[src/sv/gregorian_date_offset_top_macros.svh]
// ----------------------------------------------------------------------------
// Gregorian date offset: assertion macros
// Shared concurrent assertion forms for the date offset RTL.
// ----------------------------------------------------------------------------
`ifndef GREGORIAN_DATE_OFFSET_TOP_MACROS_SVH
`define GREGORIAN_DATE_OFFSET_TOP_MACROS_SVH

// Same-cycle implication, sampled on the rising clock edge, off in reset
`define GDO_ASSERT_IMPL(name, ck, rstn, ante, cons) \
  name: assert property (@(posedge ck) disable iff (!rstn) (ante) |-> (cons)) \
    else $error("gregorian_date_offset: same-cycle check failed");

// Next-cycle implication, sampled on the rising clock edge, off in reset
`define GDO_ASSERT_NEXT(name, ck, rstn, ante, cons) \
  name: assert property (@(posedge ck) disable iff (!rstn) (ante) |=> (cons)) \
    else $error("gregorian_date_offset: next-cycle check failed");

`endif

[src/sv/gdo_pkg.sv]
// ----------------------------------------------------------------------------
// Gregorian date offset package
// Types, calendar constants, sequencer states and the month length table.
// ----------------------------------------------------------------------------
`timescale 1ns / 1ps
`default_nettype none

package gdo_pkg;

  localparam int DAY_W  = 5;
  localparam int MON_W  = 4;
  localparam int YEAR_W = 14;
  localparam int OFF_W  = 16;
  // Day accumulator: holds day + offset or day - offset, signed
  localparam int ACC_W  = 18;

  typedef logic [DAY_W-1:0]         day_t;
  typedef logic [MON_W-1:0]         month_t;
  typedef logic [YEAR_W-1:0]        year_t;
  typedef logic [OFF_W-1:0]         off_t;
  typedef logic signed [ACC_W-1:0]  acc_t;

  localparam year_t  YEAR_MIN = 14'd1;
  localparam year_t  YEAR_MAX = 14'd9999;
  localparam year_t  CENTURY  = 14'd100;
  localparam year_t  REM_TOP  = 14'd99;
  localparam month_t MON_JAN  = 4'd1;
  localparam month_t MON_FEB  = 4'd2;
  localparam month_t MON_APR  = 4'd4;
  localparam month_t MON_JUN  = 4'd6;
  localparam month_t MON_SEP  = 4'd9;
  localparam month_t MON_NOV  = 4'd11;
  localparam month_t MON_DEC  = 4'd12;
  localparam day_t   DAY_FIRST = 5'd1;
  localparam day_t   DAY_28   = 5'd28;
  localparam day_t   DAY_29   = 5'd29;
  localparam day_t   DAY_30   = 5'd30;
  localparam day_t   DAY_31   = 5'd31;

  // Sequencer states
  typedef enum logic [2:0] {
    ST_IDLE,
    ST_CENT,
    ST_CLAMP,
    ST_OFFS,
    ST_WALK,
    ST_DONE
  } state_t;

  // Operations of the shared adder
  typedef enum logic [1:0] {
    OP_CENT,
    OP_OFFS,
    OP_FWD,
    OP_BACK
  } alu_op_t;

  // Request to the shared adder and calendar unit
  typedef struct packed {
    alu_op_t op;
    logic    subtract;
    acc_t    acc;
    year_t   rem;
    off_t    off;
    month_t  month;
    logic [1:0] year_lo;
    logic [1:0] cen;
  } alu_req_t;

  // Answer of the shared adder and calendar unit
  typedef struct packed {
    acc_t sum;
    day_t mlen;
    day_t mlen_prev;
  } alu_rsp_t;

  // Days in a month, leap flag for February
  function automatic day_t month_len(input month_t m, input logic leap);
    day_t len;
    case (m)
      MON_FEB: len = leap ? DAY_29 : DAY_28;
      MON_APR, MON_JUN, MON_SEP, MON_NOV: len = DAY_30;
      default: len = DAY_31;
    endcase
    return len;
  endfunction

endpackage

`default_nettype wire

[src/sv/gdo_alu.sv]
// ----------------------------------------------------------------------------
// Gregorian date offset: shared adder and calendar unit
// One signed adder serves the century reduction, the offset apply and the
// month steps; also derives the leap flag and the month lengths.
// ----------------------------------------------------------------------------
`timescale 1ns / 1ps
`default_nettype none

module gdo_alu (
  input  wire gdo_pkg::alu_req_t req,
  output gdo_pkg::alu_rsp_t      rsp
);

  logic          leap;
  gdo_pkg::day_t mlen;
  gdo_pkg::day_t mlen_prev;
  gdo_pkg::acc_t opa;
  gdo_pkg::acc_t opb;

  // Leap: year%4==0 and year%100!=0, or year%400==0 (rem = year%100,
  // cen = (year/100)%4)
  assign leap = ((req.year_lo == 2'b00) && (req.rem != '0)) ||
                ((req.rem == '0) && (req.cen == 2'b00));

  // Month lengths of the current and the preceding month
  always_comb begin
    mlen = gdo_pkg::month_len(req.month, leap);
    if (req.month == gdo_pkg::MON_JAN) begin
      mlen_prev = gdo_pkg::DAY_31;
    end else begin
      mlen_prev = gdo_pkg::month_len(req.month - gdo_pkg::MON_JAN, leap);
    end
  end

  // Select adder operands
  always_comb begin
    case (req.op)
      gdo_pkg::OP_CENT: begin
        opa = gdo_pkg::acc_t'({4'b0000, req.rem});
        opb = gdo_pkg::acc_t'(0) - gdo_pkg::acc_t'({4'b0000, gdo_pkg::CENTURY});
      end
      gdo_pkg::OP_OFFS: begin
        opa = req.acc;
        if (req.subtract) begin
          opb = gdo_pkg::acc_t'(0) - gdo_pkg::acc_t'({2'b00, req.off});
        end else begin
          opb = gdo_pkg::acc_t'({2'b00, req.off});
        end
      end
      gdo_pkg::OP_FWD: begin
        opa = req.acc;
        opb = gdo_pkg::acc_t'(0) - gdo_pkg::acc_t'({13'b0, mlen});
      end
      gdo_pkg::OP_BACK: begin
        opa = req.acc;
        opb = gdo_pkg::acc_t'({13'b0, mlen_prev});
      end
      default: begin
        opa = req.acc;
        opb = '0;
      end
    endcase
  end

  assign rsp.sum       = opa + opb;
  assign rsp.mlen      = mlen;
  assign rsp.mlen_prev = mlen_prev;

endmodule

`default_nettype wire

[src/sv/gregorian_date_offset_top.sv]
// ----------------------------------------------------------------------------
// Gregorian date offset: top level
// Moves a Gregorian date forward or back by a day count, one month a cycle.
// ----------------------------------------------------------------------------
// One date is worked at a time; in_tready is high only while the sequencer is
// idle. Each accepted date passes through the states CENT, CLAMP, OFFS, WALK
// and DONE in that order before the sequencer is idle again. CENT is the
// century reduction that sets up the leap counters by repeated subtraction of
// 100, once for each of the year/100 (at most 99) centuries, and WALK steps
// the months, one a cycle through the shared adder (up to about 2155 for the
// largest offset). The result sits in an output register, so the next
// date is taken while it waits; a result that is still waiting when the next
// walk ends holds the sequencer until the output slot frees.
`timescale 1ns / 1ps
`default_nettype none

`include "gregorian_date_offset_top_macros.svh"

module gregorian_date_offset_top (
  input  wire logic        clk,
  input  wire logic        rst_n,
  // Input beat
  input  wire logic        in_tvalid,
  output logic             in_tready,
  // day_in[4:0], month_in[8:5], year_in[22:9], offset_days[38:23], pad[39]
  input  wire logic [39:0] in_tdata,
  // action[0]
  input  wire logic [0:0]  in_tuser,
  // Result beat
  output logic             out_tvalid,
  input  wire logic        out_tready,
  // day_out[4:0], month_out[8:5], year_out[22:9], pad[23]
  output logic [23:0]      out_tdata,
  // out_of_range[0]
  output logic [0:0]       out_tuser
);

  gdo_pkg::state_t   state_r, state_nxt;
  gdo_pkg::alu_op_t  alu_op;
  gdo_pkg::alu_req_t req;
  gdo_pkg::alu_rsp_t rsp;

  logic            sub_r, sub_nxt;
  logic            flag_r, flag_nxt;
  gdo_pkg::acc_t   acc_r, acc_nxt;
  gdo_pkg::month_t month_r, month_nxt;
  gdo_pkg::year_t  year_r, year_nxt;
  gdo_pkg::year_t  rem_r, rem_nxt;
  logic [1:0]      cen_r, cen_nxt;
  gdo_pkg::off_t   off_r, off_nxt;

  logic            out_valid_r, out_valid_nxt;
  gdo_pkg::day_t   out_day_r, out_day_nxt;
  gdo_pkg::month_t out_month_r, out_month_nxt;
  gdo_pkg::year_t  out_year_r, out_year_nxt;
  logic            out_flag_r, out_flag_nxt;

  logic            in_fire;
  logic            out_free;
  logic            walk_more;
  logic            walk_sat;

  logic            in_walk;
  logic            in_done;
  logic            month_ok;
  logic            at_first_date;
  logic            at_last_date;

  gdo_pkg::day_t   day_in;
  gdo_pkg::month_t month_in;
  gdo_pkg::year_t  year_in;

  assign day_in   = in_tdata[4:0];
  assign month_in = in_tdata[8:5];
  assign year_in  = in_tdata[22:9];

  assign in_fire  = in_tvalid && in_tready;
  assign out_free = !out_valid_r || out_tready;

  // Shared adder request
  assign req.op       = alu_op;
  assign req.subtract = sub_r;
  assign req.acc      = acc_r;
  assign req.rem      = rem_r;
  assign req.off      = off_r;
  assign req.month    = month_r;
  assign req.year_lo  = year_r[1:0];
  assign req.cen      = cen_r;

  gdo_alu u_alu (
    .req (req),
    .rsp (rsp)
  );

  // Walk status: another month to step, or the year ran off the range
  always_comb begin
    if (!sub_r) begin
      walk_more = !rsp.sum[gdo_pkg::ACC_W-1] && (rsp.sum != '0);
      walk_sat  = walk_more && (month_r == gdo_pkg::MON_DEC) &&
                  (year_r == gdo_pkg::YEAR_MAX);
    end else begin
      walk_more = (acc_r < gdo_pkg::acc_t'(1));
      walk_sat  = walk_more && (month_r == gdo_pkg::MON_JAN) &&
                  (year_r == gdo_pkg::YEAR_MIN);
    end
  end

  // Next state
  always_comb begin
    state_nxt = state_r;
    case (state_r)
      gdo_pkg::ST_IDLE: begin
        if (in_fire) begin
          state_nxt = gdo_pkg::ST_CENT;
        end
      end
      gdo_pkg::ST_CENT: begin
        if (rsp.sum[gdo_pkg::ACC_W-1]) begin
          state_nxt = gdo_pkg::ST_CLAMP;
        end
      end
      gdo_pkg::ST_CLAMP: state_nxt = gdo_pkg::ST_OFFS;
      gdo_pkg::ST_OFFS:  state_nxt = gdo_pkg::ST_WALK;
      gdo_pkg::ST_WALK: begin
        if (!walk_more || walk_sat) begin
          state_nxt = gdo_pkg::ST_DONE;
        end
      end
      gdo_pkg::ST_DONE: begin
        if (out_free) begin
          state_nxt = gdo_pkg::ST_IDLE;
        end
      end
      default: state_nxt = gdo_pkg::ST_IDLE;
    endcase
  end

  // State outputs: handshake and adder operation
  always_comb begin
    in_tready = 1'b0;
    alu_op    = gdo_pkg::OP_CENT;
    case (state_r)
      gdo_pkg::ST_IDLE: in_tready = 1'b1;
      gdo_pkg::ST_CENT: alu_op = gdo_pkg::OP_CENT;
      gdo_pkg::ST_OFFS: alu_op = gdo_pkg::OP_OFFS;
      gdo_pkg::ST_WALK: alu_op = sub_r ? gdo_pkg::OP_BACK : gdo_pkg::OP_FWD;
      default:          alu_op = gdo_pkg::OP_CENT;
    endcase
  end

  // Working registers: load, reduce century, clamp, apply offset, walk
  always_comb begin
    sub_nxt   = sub_r;
    flag_nxt  = flag_r;
    acc_nxt   = acc_r;
    month_nxt = month_r;
    year_nxt  = year_r;
    rem_nxt   = rem_r;
    cen_nxt   = cen_r;
    off_nxt   = off_r;
    case (state_r)
      gdo_pkg::ST_IDLE: begin
        if (in_fire) begin
          sub_nxt  = in_tuser[0];
          flag_nxt = 1'b0;
          acc_nxt  = gdo_pkg::acc_t'({13'b0, day_in});
          off_nxt  = in_tdata[38:23];
          cen_nxt  = 2'b00;
          if (month_in == '0) begin
            month_nxt = gdo_pkg::MON_JAN;
          end else if (month_in > gdo_pkg::MON_DEC) begin
            month_nxt = gdo_pkg::MON_DEC;
          end else begin
            month_nxt = month_in;
          end
          if (year_in == '0) begin
            year_nxt = gdo_pkg::YEAR_MIN;
          end else if (year_in > gdo_pkg::YEAR_MAX) begin
            year_nxt = gdo_pkg::YEAR_MAX;
          end else begin
            year_nxt = year_in;
          end
          rem_nxt = year_nxt;
        end
      end
      gdo_pkg::ST_CENT: begin
        if (!rsp.sum[gdo_pkg::ACC_W-1]) begin
          rem_nxt = rsp.sum[gdo_pkg::YEAR_W-1:0];
          cen_nxt = cen_r + 2'd1;
        end
      end
      gdo_pkg::ST_CLAMP: begin
        if (acc_r[gdo_pkg::DAY_W-1:0] == '0) begin
          acc_nxt = gdo_pkg::acc_t'(1);
        end else if (acc_r[gdo_pkg::DAY_W-1:0] > rsp.mlen) begin
          acc_nxt = gdo_pkg::acc_t'({13'b0, rsp.mlen});
        end
      end
      gdo_pkg::ST_OFFS: acc_nxt = rsp.sum;
      gdo_pkg::ST_WALK: begin
        if (walk_sat) begin
          // Year left the range: saturate to the nearest end
          flag_nxt = 1'b1;
          if (sub_r) begin
            acc_nxt   = gdo_pkg::acc_t'(1);
            month_nxt = gdo_pkg::MON_JAN;
            year_nxt  = gdo_pkg::YEAR_MIN;
          end else begin
            acc_nxt   = gdo_pkg::acc_t'({13'b0, gdo_pkg::DAY_31});
            month_nxt = gdo_pkg::MON_DEC;
            year_nxt  = gdo_pkg::YEAR_MAX;
          end
        end else if (walk_more) begin
          acc_nxt = rsp.sum;
          if (!sub_r) begin
            if (month_r == gdo_pkg::MON_DEC) begin
              month_nxt = gdo_pkg::MON_JAN;
              year_nxt  = year_r + 14'd1;
              if (rem_r == gdo_pkg::REM_TOP) begin
                rem_nxt = '0;
                cen_nxt = cen_r + 2'd1;
              end else begin
                rem_nxt = rem_r + 14'd1;
              end
            end else begin
              month_nxt = month_r + 4'd1;
            end
          end else begin
            if (month_r == gdo_pkg::MON_JAN) begin
              month_nxt = gdo_pkg::MON_DEC;
              year_nxt  = year_r - 14'd1;
              if (rem_r == '0) begin
                rem_nxt = gdo_pkg::REM_TOP;
                cen_nxt = cen_r - 2'd1;
              end else begin
                rem_nxt = rem_r - 14'd1;
              end
            end else begin
              month_nxt = month_r - 4'd1;
            end
          end
        end
      end
      default: begin
        acc_nxt = acc_r;
      end
    endcase
  end

  // Output register: load when the walk is done and the slot frees
  always_comb begin
    out_day_nxt   = out_day_r;
    out_month_nxt = out_month_r;
    out_year_nxt  = out_year_r;
    out_flag_nxt  = out_flag_r;
    out_valid_nxt = out_valid_r && !out_tready;
    if ((state_r == gdo_pkg::ST_DONE) && out_free) begin
      out_valid_nxt = 1'b1;
      out_day_nxt   = acc_r[gdo_pkg::DAY_W-1:0];
      out_month_nxt = month_r;
      out_year_nxt  = year_r;
      out_flag_nxt  = flag_r;
    end
  end

  // Control registers
  always_ff @(posedge clk) begin
    if (!rst_n) begin
      state_r     <= gdo_pkg::ST_IDLE;
      out_valid_r <= 1'b0;
    end else begin
      state_r     <= state_nxt;
      out_valid_r <= out_valid_nxt;
    end
  end

  // Payload registers
  always_ff @(posedge clk) begin
    sub_r       <= sub_nxt;
    flag_r      <= flag_nxt;
    acc_r       <= acc_nxt;
    month_r     <= month_nxt;
    year_r      <= year_nxt;
    rem_r       <= rem_nxt;
    cen_r       <= cen_nxt;
    off_r       <= off_nxt;
    out_day_r   <= out_day_nxt;
    out_month_r <= out_month_nxt;
    out_year_r  <= out_year_nxt;
    out_flag_r  <= out_flag_nxt;
  end

  assign out_tvalid = out_valid_r;
  assign out_tdata  = {1'b0, out_year_r, out_month_r, out_day_r};
  assign out_tuser  = out_flag_r;

  // Terms for the checks below
  assign in_walk       = (state_r == gdo_pkg::ST_WALK);
  assign in_done       = (state_r == gdo_pkg::ST_DONE);
  assign month_ok      = (month_r >= gdo_pkg::MON_JAN) && (month_r <= gdo_pkg::MON_DEC);
  assign at_first_date = (out_year_r == gdo_pkg::YEAR_MIN) &&
                         (out_month_r == gdo_pkg::MON_JAN) &&
                         (out_day_r == gdo_pkg::DAY_FIRST);
  assign at_last_date  = (out_year_r == gdo_pkg::YEAR_MAX) &&
                         (out_month_r == gdo_pkg::MON_DEC) &&
                         (out_day_r == gdo_pkg::DAY_31);

  // Century remainder stays reduced while months are walked
  `GDO_ASSERT_IMPL(a_rem_reduced, clk, rst_n, in_walk, rem_r < gdo_pkg::CENTURY)

  // Month stays a calendar month during the walk
  `GDO_ASSERT_IMPL(a_month_valid, clk, rst_n, in_walk, month_ok)

  // A range flag comes only with a saturated date at one end
  `GDO_ASSERT_IMPL(a_flag_sat, clk, rst_n, out_valid_r && out_flag_r, at_first_date || at_last_date)

  // A finished date with a free slot shows up as a result beat, with the sequencer idle again
  `GDO_ASSERT_NEXT(a_done_loads, clk, rst_n, in_done && out_free, out_valid_r && in_tready)

endmodule

`default_nettype wire
[config.mk]
export PLATFORM = sky130hd
export DESIGN_NAME = gregorian_date_offset_top
export DESIGN_NICKNAME = d
export VERILOG_FILES = /design/src/sv/gdo_pkg.sv /design/src/sv/gdo_alu.sv /design/src/sv/gregorian_date_offset_top.sv
export VERILOG_INCLUDE_DIRS = /design/src /design/src/sv
export SDC_FILE = /design/constraint.sdc
export NUM_CORES = 1
export LEC_CHECK = 0
export ABC_AREA = 0
export BUFFER_PORTS_ARGS = -buffer_cell sky130_fd_sc_hd__buf_2
export CAP_MARGIN = 15
export CORE_ASPECT_RATIO = 1.4
export CORE_MARGIN = 2
export CORE_UTILIZATION = 61
export CTS_CLUSTER_DIAMETER = 150
export DETAILED_ROUTE_END_ITERATION = 8
export GPL_TIMING_DRIVEN = 0
export PLACE_DENSITY = 0.82
export SETUP_SLACK_MARGIN = 0.02
export SLEW_MARGIN = 0
export SYNTH_ARGS = -nofsm -noshare
export SYNTH_HDL_FRONTEND = slang
export SYNTH_SLANG_ARGS = --single-unit
[constraint.sdc]
create_clock -name clk -period 7.7 [get_ports clk]
set_input_delay 0.77 -clock clk [delete_from_list [all_inputs] [get_ports clk]]
set_output_delay 0.77 -clock clk [all_outputs]
set_load 0.03 [all_outputs]
==> results of run 1 <==
==> worst max-delay path by stage <==
stage	endpoint	cells after the start	slack, ps	start
final	rem_r[9]	23	640	rem_r[9]
after CTS	rem_r[8]	23	680	rem_r[9]
after floorplan	year_r[0]	23	1440	rem_r[9]
after global placement	year_r[8]	23	160	rem_r[9]
after global routing	rem_r[9]	23	250	rem_r[9]
after detailed placement	rem_r[7]	23	730	rem_r[9]
==> per-layer routing <==
| metal | GRT usage [%] | share of wire, % | vias up |
|---|---|---|---|
| met5 | 0 | 0 | - |
| met4 | 23.6 | 7.3 | 0 |
| li1 | - | - | 3255 |
| met2 | 60.8 | 49 | 537 |
| met3 | 4.85 | 8.4 | 135 |
| met1 | 41.2 | 36 | 3414 |
==> cells in the final DEF, fill, tap and decap left out, types with 27 or more instances in the layout <==
master    Yosys  routed
o21ai_0      69      69
nor2_1       89      88
edfxtp_1     94      94
clkbuf_1     33      34
nand2_1      79      79
ha_1         33      33
nand3_1      27      27
inv_1        28      28
buf_2         3      72
a21oi_1      63      61
==> state kept, by name, summed over array words and instances, names as in the netlist <==
| signal | count |
|---|---|
| year_r | 14 |
| rem_r | 14 |
| out_tuser | 1 |
| cen_r | 2 |
| flag_r | 1 |
| out_year_r | 14 |
| acc_r | 18 |
| sub_r | 1 |
| out_month_r | 4 |
| out_tvalid | 1 |
| month_r | 4 |
| out_day_r | 5 |
| off_r | 16 |
| state_r | 3 |
==> logic make-up (layout without fill, tap and decap cells) <==
| logic type | Yosys count | after routing | synth area share, % |
|---|---|---|---|
| XOR/XNOR | 37 | 37 | 4.39 |
| other | 1 | 1 | 0.0508 |
| adder cells (fa/ha/maj) | 34 | 34 | 5.87 |
| multiplexers | 16 | 16 | 2.34 |
| buffers and inverters | 74 | 162 | 4.48 |
| flip-flops | 98 | 98 | 39.3 |
| AND/OR/NAND/NOR | 313 | 313 | 21.7 |
| AO/OA/AOI/OAI | 245 | 245 | 21.8 |
==> cell type report <==
class | instances | share of cell area (%)
plain buffers | 45 | 2.69
clock buffers | 10 | 2.78
clock inverters | 6 | 0.502
inverters | 29 | 1.32
multi-input cells | 646 | 50.5
flip-flops and latches | 98 | 35.3
well taps | 147 | 2.24
repair buffers | 72 | 4.65
==> power by group <==
group / switching, mW / total (mW) / leakage [nW] / internal, mW
clock network: 0.210 / 0.430 / 0.127 / 0.220
logic: 1.70 / 2.62 / 2.04 / 0.920
registers: 0.178 / 1.09 / 0.924 / 0.907
total: 2.09 / 4.14 / 3.09 / 2.05
==> stage by stage <==
stage	instances	util [%]	hold slack [ps]	worst slack (ps)	cell area, um^2
2_1_floorplan	818	-	400	1440	7380
3_3_place_gp	1034	66.9	408	156	7910
3_5_place_dp	1037	67.3	423	729	7960
4_1_cts	1053	69.6	439	685	8230
5_1_grt	1053	69.6	460	250	8230
6_report	1053	69.6	434	637	8230
==> critical path, cell delays in order (launching register included) <==
cell	delay, ps
edfxtp_1	360
clkbuf_1	190
or4_1	630
nor4b_2	340
and3_1	200
buf_2	170
mux2i_1	290
o21ai_0	110
nand2_1	70
nand2_1	120
inv_1	90
ha_1	210
o21ai_0	180
o22ai_1	200
fa_1	510
a21o_1	240
a221oi_4	320
o21ai_0	170
xnor2_1	340
o221ai_1	260
nor4_2	380
a211oi_2	150
or3b_1	430
a21oi_2	710
==> results.txt, run 1 <==
Outcome -> finished, final reports clean
Vias/cell -> 6.97
Clock skew -> 9.19 ps
Reg-to-Reg End -> rem_r[9]
CTS root buffer -> clkbuf_16
Synth area leaders -> edfxtp_1 (38%), ha_1 (5.6%), o21ai_0 (4.7%)
Vias in the first global route -> 6902
Initial Util -> 62.4%
Detailed Route Iter0 Violations -> 780
Register Area -> 2900 um^2
Most frequent cell after synthesis -> edfxtp_1
CTS max path bufs -> 2
PwrDens -> 503 nW/um^2
Number of synthesized flops with an enable pin -> 94
Layout area overhead -> 11.5%
Worst r2r src -> rem_r[9]
Peak VDD IR -> 391 uV
Area of the multi-input gates -> 4160 um^2
Critical Path End Type -> flip-flop
Tot Pwr -> 4.14 mW
Hold_sp -> flag_r
Syn Nets -> 897
Synth Flop Type -> edfxtp_1
Fillers -> 948
Startpoint type of the worst setup path -> flip-flop
WS Path Type -> reg2reg
Hold path endpoint -> out_tuser
CTS tree -> done
ANT cells -> 0
Cells after Synth -> 818
Worst min-delay path category -> reg2reg
Overflow left after global routing -> 0
P_leak -> 3.09 nW
Placer Congestion -> 0.994
Num rows -> 47
Final #Nets -> 980
Vias -> 7341
Top cells by count, synth -> edfxtp_1 (94), nor2_1 (89), nand2_1 (79)
DIE AREA -> 13000 um^2
CTS clk-pin slew, worst paths -> 70 ps
TNS Setup -> 0 ps
1st-pass router iterations -> 6
Worst r2r path cells -> 23
Post-CTS sizing -> 0
Yosys cell types -> 94
Wire length per cell -> 22.3 um
First-pass GRT wire length -> 36.0 mm
Clk sink count -> 98
Tot GR Track Use -> 35.4%
Slew Limit Fails -> 0
FMAX -> 142 MHz
Clk_lat worst skew -> 350 ps
IO Port Bufs -> 69
Mapped Area -> 7380 um^2
Largest net degree at the start of global routing -> 22
Total Wirelength -> 23.4 mm
Max cap viols -> 0
Syn. warnings -> 0
Core box area -> 11800 um^2
Total CTS buffers -> 9
Area share of the largest cell type after synthesis -> 38.2%
Final HPWL DP -> 17.8 mm
Max H-tree Level -> 3
Most area-hungry cell type in the Yosys netlist -> edfxtp_1
Sequential area share after synthesis -> 39.3%
Synthesis-stage register bit count -> 98
Unrepaired setup endpoints after global routing -> false
Reg2reg setup slack -> 640 ps
Remaining DRCs -> 0
Final Cycle Share -> 91.7%
ANT nets after route -> 0
Worst EP required -> 7680 ps
Post-Syn Area per Cell -> 9.02 um^2
Asr flop ratio synth -> 0%
Hold Buf Count CTS -> 0
Setup violations, final -> 0
Arrival @ worst endpoint -> 7040 ps
Antenna violations before repair -> 0
Post-CTS setup buffers -> 0
Min Tclk post-route -> 7060 ps
CP max FO -> 14
Share of cells above drive strength 1 -> 16.6%
Hold Crit Depth -> 0
Die Wd -> 97.0 um
I/O pin cnt -> 72
Relative max-transition margin -> 32.8%
Die Y -> 134 um
Fin. Hold Viols -> 0
Worst-Margin Slew -> 1000 ps
Power figures use the tool's default switching activity.
==> run 2: changes to the inputs <==
--- a/config.mk
+++ b/config.mk
@@ -20,4 +20,5 @@
 export SLEW_MARGIN = 0
 export SYNTH_ARGS = -nofsm -noshare
 export SYNTH_HDL_FRONTEND = slang
+export SYNTH_HIERARCHICAL = 1
 export SYNTH_SLANG_ARGS = --single-unit
==> run 2 against run 1 <==
Compared with the run above:
- total power is 2.3% lower
- area after synthesis is 0.80% higher
- register-to-register slack worse by 270 ps
- maximum frequency decreased by 3.7%
- global-route usage shrank 0.93 points
- utilization increased by 0.51 points
- critical endpoint is now year_r[2]
- highest routed layer unchanged
==> results.txt, run 2 <==
Vias/cell -> 7.05
Unrepaired setup endpoints after global routing -> false
Clock skew -> 11.4 ps
Placer Congestion -> 0.992
Most frequent cells in the layout -> edfxtp_1 (94), buf_2 (71), nand2_1 (63), o21ai_0 (63), a21oi_1 (41)
Worst EP required -> 7880 ps
Peak VDD IR -> 573 uV
WS Path Type -> reg2reg
Worst Hold Slack -> 450 ps
Startpoint type of the worst setup path -> flip-flop
ANT cells -> 0
CTS max path bufs -> 2
Area of the multi-input gates -> 4240 um^2
Clk_lat worst skew -> 370 ps
ANT nets after route -> 0
Total Wirelength -> 23.1 mm
CTS clk-pin slew, worst paths -> 70 ps
Post-Syn Area per Cell -> 9.31 um^2
Register Area -> 2900 um^2
Hold Crit Depth -> 0
Tot GR Track Use -> 34.5%
Worst-Margin Slew -> 895 ps
Commonest non-fill, non-tap cell in the layout -> edfxtp_1
CTS root buffer -> clkbuf_16
Slew Limit Fails -> 0
Total CTS buffers -> 9
CP max FO -> 15
Remaining DRCs -> 0
FMAX -> 136 MHz
Max cap viols -> 0
Relative max-transition margin -> 39.8%
Setup violations, final -> 0
Die Wd -> 97.3 um
Largest net degree at the start of global routing -> 19
Outcome -> finished, final reports clean
Share of cells above drive strength 1 -> 16.1%
Initial Util -> 62.6%
Core box area -> 11900 um^2
Top reg by flops -> acc_r
Max H-tree Level -> 3
Arrival @ worst endpoint -> 7510 ps
Final Cycle Share -> 95.3%
Top flop regs -> acc_r (18), off_r (16)
Layout area overhead -> 12.0%
Overflow left after global routing -> 0
Mapped Area -> 7440 um^2
Vias in the first global route -> 7151
DIE AREA -> 13100 um^2
CTS tree -> done
Min Tclk post-route -> 7340 ps
Cells after Synth -> 799
1st-pass router iterations -> 7
Critical Path End Type -> flip-flop
Vias -> 7305
Syn. warnings -> 6
Wire length per cell -> 22.3 um
Die Y -> 135 um
Final HPWL DP -> 17.5 mm
Antenna violations before repair -> 0
Worst r2r path cells -> 22
Clk sink count -> 98
Final #Nets -> 962
First-pass GRT wire length -> 35.6 mm
PwrDens -> 485 nW/um^2
Final Non-Filler Cells -> 1036
Largest register FFs -> 18
Fillers -> 959
Num rows -> 47
I/O pin cnt -> 72
Placed cells -> 1021
Detailed Route Iter0 Violations -> 794
Worst min-delay path category -> reg2reg
IO Port Bufs -> 69
P_leak -> 3.08 nW
Fin. Hold Viols -> 0
==> run 2: cell types whose count changed in the layout (fill, tap and decap cells not counted), moves of 10 or more <==
| cell | before | now |
|---|---|---|
| a21oi_1 | 61 | 41 |
| nor2_1 | 88 | 39 |
| o211ai_1 | 4 | 21 |
| nand2_1 | 79 | 63 |
| a21boi_0 | 4 | 14 |
| nor2b_1 | 5 | 15 |
| xor2_1 | 16 | 27 |
==> run 2: worst max-delay path: stages (launching register included) <==
cell      delay (ps)
dfxtp_1          320
clkbuf_1         390
nor2_1           160
nand2_1          220
inv_1            130
clkbuf_1         300
clkbuf_2         430
nor2_4           340
clkbuf_2         320
mux2_2           390
ha_1             240
a2111o_1         410
a31o_2           240
a31oi_1          290
mux2i_1          250
nand3_1          160
or4_1            550
nor3_1           340
a31oi_1          320
nand3_1          410
nand3_1          260
clkbuf_1         360
o211ai_1         330
==> run 2: worst paths after layout <==
path / endpoint / from / slack (ps)
setup / recovery: year_r[2] / state_r[0] / 360
hold / removal: out_year_r[2] / year_r[2] / 450
setup reg to reg: year_r[2] / state_r[0] / 360
hold reg to reg: out_year_r[2] / year_r[2] / 450
==> run 2: power breakdown <==
group          internal, mW  switching (mW)
Sequential            0.883           0.229
Clock                 0.226           0.218
Combinational         0.925            1.56
==> run 2: area by class of cell <==
class | count | share of cell area, %
multi-input cells | 625 | 50.9
flip-flops and latches | 98 | 34.9
repair buffers | 73 | 4.69
clock buffers | 9 | 2.70
plain buffers | 46 | 2.49
well taps | 147 | 2.21
inverters | 31 | 1.40
clock inverters | 7 | 0.721
==> run 2: repair_timing <==
action / CTS / global route
resized for setup: 1 / 7
setup endpoints to repair: 10 / 34
hold buffers: 0 / 0
setup buffers: 0 / 0
pin swaps: 0 / 0
==> run 2: metal layers <==
layer / track usage (%) / vias to the layer above / wire length (um)
met3: 5.95 / 166 / 2000
met4: 24.0 / 0 / 1680
met1: 37.0 / 3393 / 7930
met5: 0 / - / 0
met2: 61.5 / 514 / 11500
li1: - / 3232 / -
==> run 2: metrics by stage <==
stage                     setup TNS, ps  worst slack [ps]  area [um^2]  util (%)  power, mW
after CTS                             0               109         8320      70.0       3.93
after global routing                  0               111         8330      70.1       4.24
final                                 0               364         8330      70.1       4.04
after floorplan                       0              1470         7450         -       2.76
after detailed placement              0              35.9         8030      67.6       3.47
after global placement            -5580              -282         7980      67.1       3.33
